`config.mk`:
```
export PLATFORM = sky130hd
export DESIGN_NAME = plsl_div
export DESIGN_NICKNAME = d
export VERILOG_FILES = /design/src/hdl/plsl_pkg.sv /design/src/hdl/plsl_div.sv
export SDC_FILE = /design/constraint.sdc
export NUM_CORES = 1
export LEC_CHECK = 0
export BUFFER_PORTS_ARGS = -buffer_cell sky130_fd_sc_hd__buf_2
export CAP_MARGIN = 5
export CORE_ASPECT_RATIO = 1.1
export CORE_UTILIZATION = 55
export CTS_BUF_LIST = sky130_fd_sc_hd__clkbuf_4
export CTS_CLUSTER_DIAMETER = 100
export DETAILED_ROUTE_END_ITERATION = 10
export PLACE_DENSITY = 0.81
export SYNTH_ARGS = -nofsm -noshare
export SYNTH_HDL_FRONTEND = slang
export SYNTH_SLANG_ARGS = --single-unit
```
`constraint.sdc`:
```
create_clock -name clk -period 3.89 [get_ports clk]
set_clock_uncertainty 0.15 [all_clocks]
set_input_delay 0.5835 -clock clk [delete_from_list [all_inputs] [get_ports clk]]
set_output_delay 0.5835 -clock clk [all_outputs]
set_load 0.02 [all_outputs]
```
`src/hdl/plsl_pkg.sv`:
```
// ----------------------------------------------------------------------------
// plsl_pkg
// Shared widths, register indexes and codes of the stiffness lookup.
// ----------------------------------------------------------------------------
package plsl_pkg;

  // default table depth
  localparam int MAX_POINTS_DEF = 16;

  // payload widths
  localparam int IDX_W   = 4;
  localparam int POS_W   = 31;
  localparam int STIFF_W = 32;
  localparam int SUM_W   = 32;
  localparam int NP_W    = 5;
  localparam int FAC_W   = 20;
  localparam int STAT_W  = 2;

  // configuration port
  localparam int REG_W  = 2;
  localparam int CFG_DW = 20;
  localparam logic [REG_W-1:0] REG_NUM_POINTS = 2'd0;
  localparam logic [REG_W-1:0] REG_RESIDUAL   = 2'd1;
  localparam logic [REG_W-1:0] REG_SCALE      = 2'd2;

  // Q4.16 one
  localparam logic [FAC_W-1:0] Q_ONE = 20'd65536;

  // item modes
  localparam logic MODE_LOAD  = 1'b0;
  localparam logic MODE_QUERY = 1'b1;

  // result status codes
  localparam logic [STAT_W-1:0] STAT_OK    = 2'd0;
  localparam logic [STAT_W-1:0] STAT_NOSEG = 2'd2;

  // serial divider: 64-bit dividend, 31-bit divisor, quotient known below 2^33
  localparam int DVD_W = 64;
  localparam int DVS_W = 31;
  localparam int DQ_W  = 33;

endpackage

```
`src/hdl/plsl_div.sv`:
```
// ----------------------------------------------------------------------------
// plsl_div
// Restoring divider, one quotient bit per cycle, for a quotient below 2^33.
// ----------------------------------------------------------------------------
module plsl_div (
  input  logic                       clk,
  input  logic                       rst,
  input  logic                       start,
  input  logic [plsl_pkg::DVD_W-1:0] dividend,
  input  logic [plsl_pkg::DVS_W-1:0] divisor,
  output logic                       done,
  output logic [plsl_pkg::DQ_W-1:0]  quot
);
  import plsl_pkg::*;

  localparam int CW = $clog2(DQ_W + 1);

  logic [DVS_W-1:0] rem;
  logic [DQ_W-1:0]  low;     // dividend bits going out, quotient bits coming in
  logic [DVS_W-1:0] dvs;
  logic [CW-1:0]    cnt;
  logic             busy;
  logic [DVS_W:0]   trial;
  logic [DVS_W:0]   diff;
  logic             ge;

  // one trial subtract
  always_comb begin
    trial = {rem, low[DQ_W-1]};
    diff  = trial - {1'b0, dvs};
    ge    = trial >= {1'b0, dvs};
  end

  // control
  always_ff @(posedge clk) begin
    if (rst) begin
      busy <= 1'b0;
      done <= 1'b0;
      cnt  <= '0;
    end else begin
      done <= 1'b0;
      if (start) begin
        busy <= 1'b1;
        cnt  <= CW'(DQ_W);
      end else if (busy) begin
        cnt <= cnt - 1'b1;
        if (cnt == CW'(1)) begin
          busy <= 1'b0;
          done <= 1'b1;
        end
      end
    end
  end

  // datapath; top bits of the dividend are already below the divisor
  always_ff @(posedge clk) begin
    if (start) begin
      rem <= dividend[DVD_W-1:DQ_W];
      low <= dividend[DQ_W-1:0];
      dvs <= divisor;
    end else if (busy) begin
      rem <= ge ? diff[DVS_W-1:0] : trial[DVS_W-1:0];
      low <= {low[DQ_W-2:0], ge};
    end
  end

  assign quot = low;

endmodule

```
==> flow_summary.yaml <==
status:
  status: "finished, final reports clean"
placed_design:
  place.detailed.hpwl_um: 9564
  place.gp.congestion: 0.9155
  postPlaceCellArea_sq_um: 6818
  dpl_worst_slack_ns: 0.1403
  port-buffer-count: 131
min_path:
  hold_path_end: "dvs[11]"
  hold_path_depth: 1
  timing.hold.worst.class: "in -> reg"
  holdCritStartpoint: "divisor[11]"
critical_path:
  worst_ep_required_time_ns: 4.00
  critical-path-top-cell-by-count: "sky130_fd_sc_hd__mux2_2"
  slowest_stage: "sky130_fd_sc_hd__a2111o_1"
  crit_path_max_fanout: 11
  cp-end-kind: "register"
  cp-start-kind: "register"
  critical-path-top-delay-family: "compound AO/OA/AOI/OAI gates"
  timing.rr.start: "quot[32]"
  critical_path_buf_inv_count: 2
  timing.rr.end: "rem[28]"
  reg2reg_setup_slack_ns: 0.19
  critPathArrivalTime_ns: 3.81
  critPathMaxStageDelay_ns: 0.43
  worstSetupPathType: "reg -> reg"
  r2r.worst_path.cells: 13
  timing.critical_path.cells: "inv_1 -> ha_1 -> fa_1 -> nand2b_1 -> a21oi_2 -> o211ai_1 -> o21a_1 -> o31a_1 -> a2111o_1 -> nand2_4 -> buf_12 -> mux2_2 -> mux2_2"
drt:
  finalWirelength_um: 13130
  vias_per_cell: 5.715
  first_pass_iters: 5
  post-route-drc-count: 0
  initialDrtViolationCount: 279
  avgRoutedWirePerCell_um: 16.48
  number_of_vias_after_detailed_routing: 4555
  postRouteAntennaNets: 0
floorplanning:
  die-height_um: 111.8
  floorplan.initialDensity_pct: 57.15
  core.rowCount: 39
  design.core.area_sq_um: 10540
  die_width_um: 101.8
  top_level_ports: 132
  fp.dieArea_sq_um: 11370
sta:
  worstMarginPinSlew_ns: 0.8653
  whs_ns: 0.09204
  fin_crit_sh_pct: 95.01
  setup_repair_after_global_routing_missed_its_margin: "false"
  final_period_minus_worst_setup_slack_ns: 3.696
  final-setup-viol-count: 0
  timing.fmax_ghz: 0.2706
  maxSlewViolCount: 0
  finalHoldViolations: 0
  rel_slew_slack_pct: 42.31
  totalNegativeSetupSlack_ns: 0
  timing.final.ws_setup_ns: 0.1942
cts:
  cts_max_level: 3
  clock-sinks: 103
  tritoncts: "built"
  clock_tree.buffer_depth: 2
  cts.root.buffer_cell: "sky130_fd_sc_hd__clkbuf_4"
  cts_hold_buffers: 0
  clock_latency_ns: 0.50
  clk_pin_slew_worst_paths_ns: 0.17
  number_of_clock_buffers_inserted_by_tritoncts: 9
finish:
  finalNetCount: 780
  finalInstanceArea_sq_um: 6993
  final_layout_size_suffix_gt1_share_pct: 35.53
  synthToLayoutAreaGrowth_pct: 16.10
run:
  max_cap_violations: 0
yosys:
  yosysUniqueCellTypes: 54
  synth.largest_area_cell: "sky130_fd_sc_hd__edfxtp_1"
  synthFlopType: "sky130_fd_sc_hd__edfxtp_1"
  synth.yosys.warnings: 0
  synth_top_area_share_pct: 47.36
  synthesis.area_sq_um: 6023
  top_cells_by_area_in_the_synthesized_netlist: "sky130_fd_sc_hd__edfxtp_1 47%, sky130_fd_sc_hd__mux2_2 13%, sky130_fd_sc_hd__ha_1 6.9%"
  synth_commonest_cells: "95 x sky130_fd_sc_hd__edfxtp_1, 68 x sky130_fd_sc_hd__mux2_2, 41 x sky130_fd_sc_hd__inv_1"
  synth_seq_cells: 103
  synth_cells: 519
  synth_most_common_cell: "sky130_fd_sc_hd__edfxtp_1"
  synth-async-reset-ratio_pct: 0
  ys_seq_area_share_pct: 50.02
  syn-mean-instance-area_sq_um: 11.61
  number_of_flops_mapped_to_enable_cells_by_yosys: 95
  synth_nets: 651
global_route:
  grt_start_max_net_pins: 65
  grt_first_pass_wirelength_um: 21180
  grt_pass1_vias: 4585
  combined_global_route_utilization_of_all_metal_layers_pct: 24.42
  number_of_antenna_violations_at_the_first_check_in_global_routing: 1
  grt_remaining_overflow: 0
pwr:
  ir_drop_mv: 0.3002
  power_density_nw_per_um2: 590.4
  power.leakage_nw: 2.981
  power.total_mw: 4.129
## report_power, final
part           internal (mW)  switching [mW]  total, mW
registers               1.47           0.112       1.58
clock network          0.149           0.389      0.538
logic                  0.962            1.05       2.01
total                   2.58            1.55       4.13
## sequential cells by signal, summed over array words and instances, names as in the netlist
name	cells
quot	33
dvs	31
rem	31
cnt	6
busy	1
done	1
## cells in the final DEF, fill, tap and decap left out, drive strengths merged, types with 8 or more instances in the layout
| master | instances |
|---|---|
| buf | 139 |
| edfxtp | 95 |
| mux2 | 68 |
| inv | 45 |
| a21oi | 35 |
| ha | 33 |
| nand2 | 26 |
| nor2 | 23 |
| o21ai | 21 |
| xnor2 | 18 |
| a21o | 13 |
| xor2 | 13 |
| nand3 | 11 |
| clkbuf | 11 |
| nor3 | 10 |
| dfxtp | 8 |
## layout make-up
cell class	instances	area, sq um
Antenna cell	1	2.502
Clock buffer	10	75.07
Clock inverter	6	50.05
Fill cell	814	3547
Inverter	41	153.9
Multi-Input combinational cell	353	2760
Sequential cell	103	3013
Tap cell	143	178.9
Timing Repair Buffer	140	759.5
## through the flow
stage	cells	util, %
finish	797	66.35
global route	797	66.35
CTS	794	65.87
detailed placement	778	64.68
global placement	778	64.68
floorplan	519	-
## how the worst max path moves through the flow
stage,start,to,slack [ns],cells past startpoint
floorplan,quot[32],rem[12],0.11,13
global placement,quot[32],rem[18],0.22,13
detailed placement,quot[32],rem[5],0.14,13
CTS,quot[32],rem[23],0.11,13
global route,quot[32],rem[5],0.01,13
finish,quot[32],rem[28],0.19,13
## per-layer routing
layer	track usage (%)	share of wire [%]	vias to the layer above
met5	0	0	-
met4	9.372	2.3	0
met3	6.717	7.9	25
met2	40.00	49	197
met1	30.45	41	2152
li1	-	-	2181
## repair_timing
action,4_1_cts,5_1_grt
buffers inserted,0,1
resized for setup,0,4
endpoints found under the setup margin,0,15
## kinds of logic after synthesis
| logic type | Yosys count | synth area share (%) |
|---|---|---|
| muxes | 72 | 13.38 |
| DFF | 103 | 50.02 |
| AOI/OAI and AO/OA | 111 | 11.84 |
| and+or+nand+nor | 105 | 8.724 |
| buffers and inverters | 63 | 4.341 |
| xor gates and xnor gates | 31 | 4.508 |
| adders and majority gates | 34 | 7.187 |
No activity file was read; power rests on OpenSTA's default activity.
