===== src/hdl/plsl_ram.sv =====
// ----------------------------------------------------------------------------
// plsl_ram
// Generic single-write, single-read RAM with registered read data.
// ----------------------------------------------------------------------------
module plsl_ram #(
  parameter int WIDTH = 32,
  parameter int DEPTH = 16,
  localparam int AW = $clog2(DEPTH)
) (
  input  logic             clk,
  input  logic             we,
  input  logic [AW-1:0]    waddr,
  input  logic [WIDTH-1:0] wdata,
  input  logic [AW-1:0]    raddr,
  output logic [WIDTH-1:0] rdata
);

  logic [WIDTH-1:0] mem [DEPTH];

  always_ff @(posedge clk) begin
    if (we) begin
      mem[waddr] <= wdata;
    end
    rdata <= mem[raddr];
  end

endmodule


===== config.mk =====
export PLATFORM = sky130hd
export DESIGN_NAME = plsl_ram
export DESIGN_NICKNAME = d
export VERILOG_FILES = /design/src/hdl/plsl_ram.sv
export SDC_FILE = /design/constraint.sdc
export NUM_CORES = 1
export LEC_CHECK = 0
export BUFFER_PORTS_ARGS = -buffer_cell sky130_fd_sc_hd__buf_2
export CORE_AREA = 2 2 207 250
export DETAILED_ROUTE_END_ITERATION = 8
export DIE_AREA = 0 0 209 252
export GPL_ROUTABILITY_DRIVEN = 0
export PLACE_DENSITY = 0.6
export SKIP_CTS_REPAIR_TIMING = 1
export SYNTH_ARGS = -nofsm -noshare
export SYNTH_HDL_FRONTEND = slang
export SYNTH_SLANG_ARGS = --single-unit
export TNS_END_PERCENT = 10

===== constraint.sdc =====
create_clock -name clk -period 5.35 [get_ports clk]
set_input_delay 1.07 -clock clk [delete_from_list [all_inputs] [get_ports clk]]
set_output_delay 1.07 -clock clk [all_outputs]
set_load 0.02 [all_outputs]

==> metrics.log, run 1 <==
[metrics] post-detail-place hpwl: 21.2 mm
[metrics] final global-route overflow total: 0
[metrics] period utilisation layout: 50.1%
[metrics] multiplexer share of the synthesized area: 14.5%
[metrics] #FFs+latches synth: 544
[metrics] Register-to-Register Path Depth: 3
[metrics] routed wirelength normalized by instance count: 26.0 um
[metrics] number of global-route vias before repair: 9450
[metrics] synthesized-area fraction occupied by adder cells: 0%
[metrics] effective utilization at floorplan: 39.6%
[metrics] via count: 8877
[metrics] number of cells on the worst hold path: 3
[metrics] unrepaired setup endpoints after global routing: false
[metrics] met3 Resource Use GR: 2.35%
[metrics] share of final-layout standard cells stronger than drive strength 1: 31.8%
[metrics] cells after synthesis: 838
[metrics] worst-path fanout max: 68
[metrics] antenna violations before repair: 1
[metrics] total nets after synthesis: 880
[metrics] Mapped Area: 0.0199 mm^2
[metrics] peak ir drop on the vdd network: 0.000195 V
[metrics] maximum number of pins on one net before global-route repair: 69
[metrics] Power per Cell Area: 380 mW/mm^2
[metrics] clock sinks: 544
[metrics] Rel. slew slack: 24.3%
[metrics] wirelength, routed: 42.3 mm
[metrics] clock-pin slew reported for the worst setup and hold paths after clock tree synthesis: 0.06 ns
[metrics] area added between synthesis and finish: 14.3%
[metrics] num rows: 90
[metrics] share of the yosys chip area belonging to registers: 80.7%
[metrics] maximum level of the CTS H-tree: 2
[metrics] remaining antenna violation count: 0
[metrics] Setup Skew: 0.0108 ns
[metrics] CP required: 5.80 ns
[metrics] number of max-capacitance violations reported: 0
[metrics] Sum Neg Setup Slack: 0 ns
[metrics] number of input and output port buffers inserted: 73
[metrics] starting DRC count in detailed routing: 918
[metrics] setup slack after layout: 2.67 ns
[metrics] Initial DRT Pass Iterations: 5
[metrics] Avg Inst Size Synth: 23.7 um^2
[metrics] clock tree from TritonCTS: yes
[metrics] routing usage on met2: 27.2%
[metrics] number of warnings printed during yosys synthesis: 0
[metrics] Vias/cell: 5.46
[metrics] share of the synthesized netlist area taken by xor and xnor gates: 0%
[metrics] maximum root-to-sink buffer count: 3
[metrics] final setup violation count: 0
[metrics] Die Span Y: 252 um
[metrics] Chip Width: 209 um
[metrics] nets@finish: 985
[metrics] Worst Max-Slew Pin Slew: 1.13 ns
[metrics] first-pass GRT wire length: 62.7 mm
[metrics] core area: 0.0501 mm^2
[metrics] total leakage power: 7.22 nW
[metrics] minimum setup slack after placement: 1.96 ns
[metrics] run status: finished, final reports clean
[metrics] Root Driver: sky130_fd_sc_hd__clkbuf_16
[metrics] Final Critical Period: 2.68 ns
[metrics] path type of the worst setup path: primary input to flip-flop
[metrics] arrival time worst endpoint: 3.13 ns
[metrics] number of top-level pins: 74
[metrics] met1 usage in global routing: 22.9%
[metrics] final count of hold timing violations: 0
[metrics] clock latency on the worst-skew pair: 0.56 ns
[metrics] synthesized-area fraction occupied by ao, oa, aoi and oai cells: 2.42%
[metrics] combinational family with the most area after synthesis: multiplexers
[metrics] pins over their slew limit: 0
[metrics] number of fillers in the final layout: 4105
[metrics] Post-Synth Simple-Gate Area: 1.27%
[metrics] GRT Total Usage: 16.4%
[metrics] upper clock frequency limit: 373 MHz
[metrics] TritonCTS buffer count: 49
[metrics] nature of the critical path startpoint: primary input
[metrics] diode insertion count for antenna repair: 0
[metrics] global route hottest layer: met2
[metrics] area enclosed by the die boundary: 0.0527 mm^2
[metrics] kind of capture point of the worst setup path: flip-flop
[metrics] kind of path behind the tightest hold check: flip-flop to flip-flop
[metrics] Unique masters post-synth: 18
[metrics] DR DRC count: 0
==> through the flow <==
step                area [um^2]  power [mW]  utilization, %  instances  hold slack, ns
floorplan                 19900        5.14               -        838           0.635
global placement          21200        5.32            42.2       1536           0.654
detailed placement        21200        5.33            42.2       1536           0.652
CTS                       22700        8.70            45.3       1627           0.663
global route              22700        8.87            45.3       1627           0.682
finish                    22700        8.62            45.3       1627           0.661
==> layout by cell type, fill, tap and decap left out, types with 2 or more instances in the layout <==
master	instances
sky130_fd_sc_hd__buf_2	71
sky130_fd_sc_hd__clkinv_1	6
sky130_fd_sc_hd__clkbuf_8	6
sky130_fd_sc_hd__clkbuf_1	18
sky130_fd_sc_hd__nor2b_4	2
sky130_fd_sc_hd__clkinv_2	7
sky130_fd_sc_hd__buf_12	2
sky130_fd_sc_hd__buf_4	23
sky130_fd_sc_hd__mux4_2	128
sky130_fd_sc_hd__nand2_1	33
sky130_fd_sc_hd__a22oi_1	64
sky130_fd_sc_hd__edfxtp_1	512
sky130_fd_sc_hd__nor2_4	13
sky130_fd_sc_hd__nand3b_1	2
sky130_fd_sc_hd__nor3_2	4
sky130_fd_sc_hd__nand2b_1	2
sky130_fd_sc_hd__bufinv_16	2
sky130_fd_sc_hd__dfxtp_1	32
sky130_fd_sc_hd__clkbuf_16	51
==> power by group <==
| group | internal, mW | total, mW | switching, mW |
|---|---|---|---|
| clock network | 1.92 | 3.39 | 1.47 |
| logic | 0.169 | 0.441 | 0.272 |
| registers | 4.76 | 4.79 | 0.0266 |
| total | 6.85 | 8.62 | 1.77 |
==> worst paths after layout <==
path | startpoint | endpoint | slack [ns]
worst max-delay path | raddr[0] | rdata[9] | 2.67
worst min-delay path | mem[15][4] | rdata[4] | 0.66
worst max register to register | mem[3][5] | rdata[5] | 4.02
worst min register to register | mem[15][4] | rdata[4] | 0.66
==> Yosys cell counts <==
library cell | n | area, um^2
sky130_fd_sc_hd__nor2b_1 | 2 | 12.5
sky130_fd_sc_hd__and2_1 | 1 | 6.26
sky130_fd_sc_hd__nand3_1 | 1 | 5.00
sky130_fd_sc_hd__a22oi_1 | 64 | 480
sky130_fd_sc_hd__buf_2 | 4 | 20.0
sky130_fd_sc_hd__mux4_2 | 128 | 2880
sky130_fd_sc_hd__buf_1 | 9 | 33.8
sky130_fd_sc_hd__nor3_1 | 4 | 20.0
sky130_fd_sc_hd__or3b_2 | 1 | 8.76
sky130_fd_sc_hd__edfxtp_1 | 512 | 15400
sky130_fd_sc_hd__nand2b_1 | 2 | 12.5
sky130_fd_sc_hd__nand3b_1 | 2 | 15.0
sky130_fd_sc_hd__clkbuf_1 | 17 | 63.8
sky130_fd_sc_hd__nand2_1 | 33 | 124
sky130_fd_sc_hd__buf_4 | 11 | 82.6
sky130_fd_sc_hd__buf_6 | 2 | 22.5
sky130_fd_sc_hd__nor2_1 | 13 | 48.8
sky130_fd_sc_hd__dfxtp_1 | 32 | 641
==> kinds of logic after synthesis <==
group | Yosys count
AO/OA/AOI/OAI | 64
buffers and inverters | 43
flip-flops | 544
multiplexers | 128
AND/OR/NAND/NOR | 59
==> critical path: stages <==
cell	delay, ns
sky130_fd_sc_hd__clkbuf_8	0.64
sky130_fd_sc_hd__buf_4	0.52
sky130_fd_sc_hd__mux4_2	0.57
sky130_fd_sc_hd__a22oi_1	0.23
sky130_fd_sc_hd__nand2_1	0.08
==> sequential cells by signal, indices dropped and copies added, names as in the netlist <==
signal / count
rdata: 32
mem: 512
==> metal layers <==
metal  part of all wire [%]  wire (um)
met5                  0.031         13
met4                    1.9        795
met3                    5.0       2110
met1                     44      18400
met2                     50      20900
==> area by class of cell <==
cell class | instances | area, um^2 | share of cell area, %
clock inverter | 17 | 134 | 0.590
multi-input combinational | 251 | 3750 | 16.5
clock buffer | 74 | 1410 | 6.22
sequential | 544 | 16000 | 70.6
timing repair buffer | 97 | 582 | 2.56
tap | 644 | 806 | 3.55
No activity file was read; power rests on OpenSTA's default activity.
==> run 2: changes to the inputs <==
==> constraint.sdc (replaced) <==
create_clock -name clk -period 2.7 [get_ports clk]
set_input_delay 0.54 -clock clk [delete_from_list [all_inputs] [get_ports clk]]
set_output_delay 0.54 -clock clk [all_outputs]
set_load 0.02 [all_outputs]
==> run 2 against run 1 <==
  * Combinational power grew 100%
  * Highest routed layer unchanged
  * Critical endpoint is now rdata[16]
  * Sequential cell count is the same
  * Clock power grew 110%
  * Largest power group unchanged
==> metrics.log, run 2 (synthesized netlist as in run 1, its figures left out) <==
[metrics] run status: finished, final reports clean
[metrics] Worst Max-Slew Pin Slew: 0.697 ns
[metrics] num rows: 90
[metrics] nature of the critical path startpoint: flip-flop
[metrics] clock sinks: 544
[metrics] pins over their slew limit: 0
[metrics] total leakage power: 7.40 nW
[metrics] area enclosed by the die boundary: 0.0527 mm^2
[metrics] leading cell type in the layout, fill and taps excluded: sky130_fd_sc_hd__edfxtp_1
[metrics] Setup Skew: 0.0175 ns
[metrics] via count: 8912
[metrics] Power per Cell Area: 754 mW/mm^2
[metrics] core area: 0.0501 mm^2
[metrics] final global-route overflow total: 0
[metrics] Chip Width: 209 um
[metrics] kind of path behind the tightest hold check: primary input to flip-flop
[metrics] Die Span Y: 252 um
[metrics] wirelength, routed: 42.1 mm
[metrics] number of cells on the worst hold path: 1
[metrics] CP required: 2.16 ns
[metrics] cell breakdown of the critical path: buf_2
[metrics] peak ir drop on the vdd network: 0.000483 V
[metrics] clock-pin slew reported for the worst setup and hold paths after clock tree synthesis: 0.06 ns
[metrics] period utilisation layout: 63.6%
[metrics] upper clock frequency limit: 582 MHz
[metrics] cell family with the largest share of critical-path delay: flip-flops
[metrics] unrepaired setup endpoints after global routing: false
[metrics] post-detail-place hpwl: 21.3 mm
[metrics] number of input and output port buffers inserted: 73
[metrics] clock latency on the worst-skew pair: 0.58 ns
[metrics] remaining antenna violation count: 0
[metrics] share of final-layout standard cells stronger than drive strength 1: 33.5%
[metrics] final count of hold timing violations: 0
[metrics] number of fillers in the final layout: 4095
[metrics] maximum root-to-sink buffer count: 3
[metrics] flip-flop count of the largest register after layout: 512
[metrics] first-pass GRT wire length: 62.2 mm
[metrics] standard cell with the maximum stage delay on the critical path: sky130_fd_sc_hd__dfxtp_1
[metrics] commonest cells after routing, fill and taps aside: sky130_fd_sc_hd__edfxtp_1, sky130_fd_sc_hd__mux4_2, sky130_fd_sc_hd__buf_2
[metrics] Hold Path End: mem[15][22]
[metrics] Rel. slew slack: 53.5%
[metrics] nets@finish: 997
[metrics] maximum number of pins on one net before global-route repair: 43
[metrics] effective utilization at floorplan: 39.6%
[metrics] largest registers ranked by flip-flop count: mem x512, rdata x32
[metrics] path type of the worst setup path: flip-flop to primary output
[metrics] starting DRC count in detailed routing: 857
[metrics] maximum level of the CTS H-tree: 2
[metrics] TritonCTS buffer count: 51
[metrics] Levels on crit path: 1
[metrics] area added between synthesis and finish: 16.7%
[metrics] DR DRC count: 0
[metrics] reg-to-reg endpoint: rdata[26]
[metrics] number of standard cells in the final layout excluding fillers: 1643
[metrics] worst-path fanout max: 1
[metrics] placed insts: 1546
[metrics] largest reg by FF count: mem
[metrics] antenna violations before repair: 5
[metrics] final standard cell utilization of the core: 46.2%
[metrics] Register-to-Register Path Depth: 3
[metrics] Vias/cell: 5.42
[metrics] Root Driver: sky130_fd_sc_hd__clkbuf_16
[metrics] Initial DRT Pass Iterations: 5
[metrics] number of top-level pins: 74
[metrics] GRT Total Usage: 16.3%
[metrics] kind of capture point of the worst setup path: primary output
[metrics] slowest stage delay, CP: 0.40 ns
[metrics] routed wirelength normalized by instance count: 25.6 um
[metrics] arrival time worst endpoint: 1.18 ns
[metrics] startpoint of the most critical register-to-register path: mem[11][26]
[metrics] register-to-register path setup slack: 1.36 ns
[metrics] startpoint of the tightest hold check path: wdata[22]
[metrics] number of max-capacitance violations reported: 0
[metrics] number of global-route vias before repair: 9412
[metrics] Final Critical Period: 1.72 ns
[metrics] final setup violation count: 0
[metrics] buffering stage count on the worst path with inverters included: 1
[metrics] clock tree from TritonCTS: yes
-- run 2: cell count changes in the layout (fill, tap and decap cells not counted), sizes merged --
| cell | delta |
|---|---|
| buf | +10 |
| clkinv | +5 |
| clkbuf | -3 |
| bufinv | +1 |
| clkinvlp | +1 |
| diode | +1 |
| inv | +1 |
-- run 2: stage by stage --
stage / instance area, um^2 / setup WS, ns / power, mW / setup TNS (ns) / hold WS, ns
floorplan: 19900 / -0.719 / 10.2 / -59.67 / 0.635
global placement: 21500 / 0.488 / 10.6 / 0 / 0.650
detailed placement: 21500 / 0.469 / 10.6 / 0 / 0.661
CTS: 23200 / 0.951 / 17.6 / 0 / 0.304
global route: 23200 / 0.950 / 18.0 / 0 / 0.322
finish: 23200 / 0.982 / 17.5 / 0 / 0.337
-- run 2: routing by layer --
layer | part of all wire, % | up-vias | global-route usage (%) | routed length [um]
li1 | - | 3814 | - | -
met1 | 42 | 4784 | 22.3 | 17600
met2 | 51 | 247 | 27.2 | 21300
met3 | 5.7 | 61 | 2.86 | 2420
met4 | 1.8 | 6 | 4.20 | 770
met5 | 0.097 | - | 0 | 41
-- run 2: layout make-up --
class | instances | area [um^2] | share of cell area [%]
multi-input cells | 251 | 3760 | 16.2
repair buffers | 107 | 920 | 3.97
clock buffers | 71 | 1450 | 6.27
clock inverters | 25 | 215 | 0.929
well taps | 644 | 806 | 3.48
diodes | 1 | 2.50 | 0.0108
flip-flops and latches | 544 | 16000 | 69.1
-- run 2: how the worst max path moves through the flow --
stage,to,from
2_1_floorplan,mem[4][0],waddr[3]
4_1_cts,rdata[16],rdata[16]
3_5_place_dp,rdata[28],raddr[0]
3_3_place_gp,rdata[28],raddr[0]
5_1_grt,rdata[16],rdata[16]
6_report,rdata[16],rdata[16]
-- run 2: worst register-to-register path, cell delays in order, from the launching register on --
cell and delay (ns):
sky130_fd_sc_hd__edfxtp_1 0.37, sky130_fd_sc_hd__mux4_2 0.48, sky130_fd_sc_hd__a22oi_1 0.19, sky130_fd_sc_hd__nand2_1 0.15
-- run 2: where the power goes --
group / internal (mW) / switching (mW) / total (mW)
Sequential: 9.44 / 0.0600 / 9.50
Combinational: 0.366 / 0.535 / 0.901
Clock: 4.05 / 3.03 / 7.08
Total: 13.9 / 3.62 / 17.5
==> run 3: changes to the inputs <==
--- a/config.mk
+++ b/config.mk
@@ -10,7 +10,7 @@
 export DETAILED_ROUTE_END_ITERATION = 8
 export DIE_AREA = 0 0 209 252
 export GPL_ROUTABILITY_DRIVEN = 0
-export PLACE_DENSITY = 0.6
+export PLACE_DENSITY = 0.62
 export SKIP_CTS_REPAIR_TIMING = 1
 export SYNTH_ARGS = -nofsm -noshare
 export SYNTH_HDL_FRONTEND = slang
==> constraint.sdc (replaced) <==
create_clock -name clk -period 1.5 [get_ports clk]
set_input_delay 0.3 -clock clk [delete_from_list [all_inputs] [get_ports clk]]
set_output_delay 0.3 -clock clk [all_outputs]
set_load 0.02 [all_outputs]
==> run 3 against run 2 <==
  * Largest cell class unchanged
  * Total power increased by 77%
  * Sequential share of layout area decreased by 1.9 points
  * Worst hold slack got worse by 0.24 ns
  * Combinational power increased by 100%
  * Cell count increased by 3.5%
  * Core utilization increased by 1.3 points
==> metrics.log, run 3 (synthesized netlist as in run 1, its figures left out) <==
[metrics] run status: finished, final reports clean
[metrics] cell breakdown of the critical path: buf_2
[metrics] DR DRC count: 0
[metrics] kind of path behind the tightest hold check: primary input to flip-flop
[metrics] maximum level of the CTS H-tree: 2
[metrics] first-pass GRT wire length: 64.0 mm
[metrics] starting DRC count in detailed routing: 894
[metrics] number of max-capacitance violations reported: 0
[metrics] wirelength, routed: 43.4 mm
[metrics] final count of hold timing violations: 0
[metrics] path type of the worst setup path: flip-flop to primary output
[metrics] Root Driver: sky130_fd_sc_hd__clkbuf_16
[metrics] worst-path fanout max: 1
[metrics] proportion of power drawn by the clock network: 39.0%
[metrics] clock latency on the worst-skew pair: 0.56 ns
[metrics] number of global-route vias before repair: 9677
[metrics] maximum number of pins on one net before global-route repair: 33
[metrics] CP required: 1.20 ns
[metrics] standard cell with the maximum stage delay on the critical path: sky130_fd_sc_hd__dfxtp_1
[metrics] clock sinks: 544
[metrics] leading cell type in the layout, fill and taps excluded: sky130_fd_sc_hd__edfxtp_1
[metrics] Final Critical Period: 1.45 ns
[metrics] period utilisation layout: 96.8%
[metrics] nature of the critical path startpoint: flip-flop
[metrics] kind of capture point of the worst setup path: primary output
[metrics] remaining antenna violation count: 0
[metrics] peak ir drop on the vdd network: 0.000765 V
[metrics] total leakage power: 7.75 nW
[metrics] clock-pin slew reported for the worst setup and hold paths after clock tree synthesis: 0.06 ns
[metrics] effective utilization at floorplan: 39.6%
[metrics] Rel. slew slack: 38.6%
[metrics] cell family with the largest share of critical-path delay: flip-flops
[metrics] nets@finish: 1057
[metrics] clock tree from TritonCTS: yes
[metrics] GRT Total Usage: 16.7%
[metrics] Die Span Y: 252 um
[metrics] final standard cell utilization of the core: 47.5%
[metrics] critical path launch point: rdata[20]
[metrics] Logic pwr share: 5.8%
[metrics] via count: 9305
[metrics] Final Hold Slack: 0.101 ns
[metrics] startpoint of the tightest hold check path: wdata[25]
[metrics] arrival time worst endpoint: 1.15 ns
[metrics] maximum root-to-sink buffer count: 3
[metrics] Chip Width: 209 um
[metrics] routed wirelength normalized by instance count: 25.5 um
[metrics] share of final-layout standard cells stronger than drive strength 1: 36.7%
[metrics] unrepaired setup endpoints after global routing: false
[metrics] switching share of power: 20.6%
[metrics] pins over their slew limit: 0
[metrics] Psw: 6.38 mW
[metrics] TritonCTS buffer count: 49
[metrics] diode insertion count for antenna repair: 0
[metrics] Worst Max-Slew Pin Slew: 0.920 ns
[metrics] post-detail-place hpwl: 24.6 mm
[metrics] antenna violations before repair: 3
[metrics] flip-flop count of the largest register after layout: 512
[metrics] final setup violation count: 0
[metrics] largest registers ranked by flip-flop count: mem x512, rdata x32
[metrics] buffering stage count on the worst path with inverters included: 1
[metrics] Vias/cell: 5.47
[metrics] largest reg by FF count: mem
[metrics] register share of total power: 55.2%
[metrics] num rows: 90
[metrics] final global-route overflow total: 0
[metrics] Initial DRT Pass Iterations: 5
[metrics] Setup Skew: 0.0137 ns
[metrics] number of top-level pins: 74
[metrics] upper clock frequency limit: 689 MHz
[metrics] internal power: 24.6 mW
[metrics] Power per Cell Area: 1300 mW/mm^2
[metrics] commonest cells after routing, fill and taps aside: sky130_fd_sc_hd__edfxtp_1, sky130_fd_sc_hd__mux4_2, sky130_fd_sc_hd__buf_2
[metrics] core area: 0.0501 mm^2
[metrics] slowest stage delay, CP: 0.39 ns
[metrics] area enclosed by the die boundary: 0.0527 mm^2
[metrics] number of input and output port buffers inserted: 73
[metrics] area added between synthesis and finish: 20.0%
[metrics] startpoint of the most critical register-to-register path: mem[10][5]
[run 3: stage by stage]
step                      setup slack, ns  TNS, ns  power [mW]  area [um^2]  cells
final                              0.0485        0        31.0        23800   1700
after global routing               0.0222        0        31.9        23800   1700
after CTS                          0.0230        0        31.3        23800   1700
after detailed placement           -0.317   -52.08        19.3        22300   1608
after global placement             -0.315   -50.74        19.2        22300   1608
after floorplan                    -0.509  -165.03        18.3        19900    838
[run 3: power groups by stage]
| stage | sequential [mW] | combinational (mW) | clock [mW] |
|---|---|---|---|
| final | 17.1 | 1.80 | 12.1 |
| after floorplan | 17.5 | 0.830 | 0 |
| after CTS | 17.1 | 1.83 | 12.3 |
| after global routing | 17.1 | 1.93 | 12.8 |
| after global placement | 17.4 | 1.80 | 0 |
| after detailed placement | 17.4 | 1.83 | 0 |
[run 3: per-layer routing]
layer	vias to the layer above	share of wire, %	GRT usage, %
li1	3929	-	-
met1	5025	43	23.4
met2	285	49	27.6
met3	60	5.5	2.49
met4	6	1.7	4.29
met5	-	0.081	0
[run 3: final cells by class]
type                            count  area (um^2)
Timing Repair Buffer              169         1670
Multi-Input combinational cell    251         3780
Sequential cell                   544        16000
Clock inverter                     23          161
Fill cell                        3988        26300
Clock buffer                       69         1390
Tap cell                          644          806
[run 3: path summary, 6_finish.rpt]
check / endpoint / cells after the start / slack [ns]
setup / recovery: rdata[20] / 1 / 0.05
hold / removal: mem[8][25] / 1 / 0.10
setup reg to reg: rdata[5] / 3 / 0.16
hold reg to reg: rdata[25] / 3 / 0.67
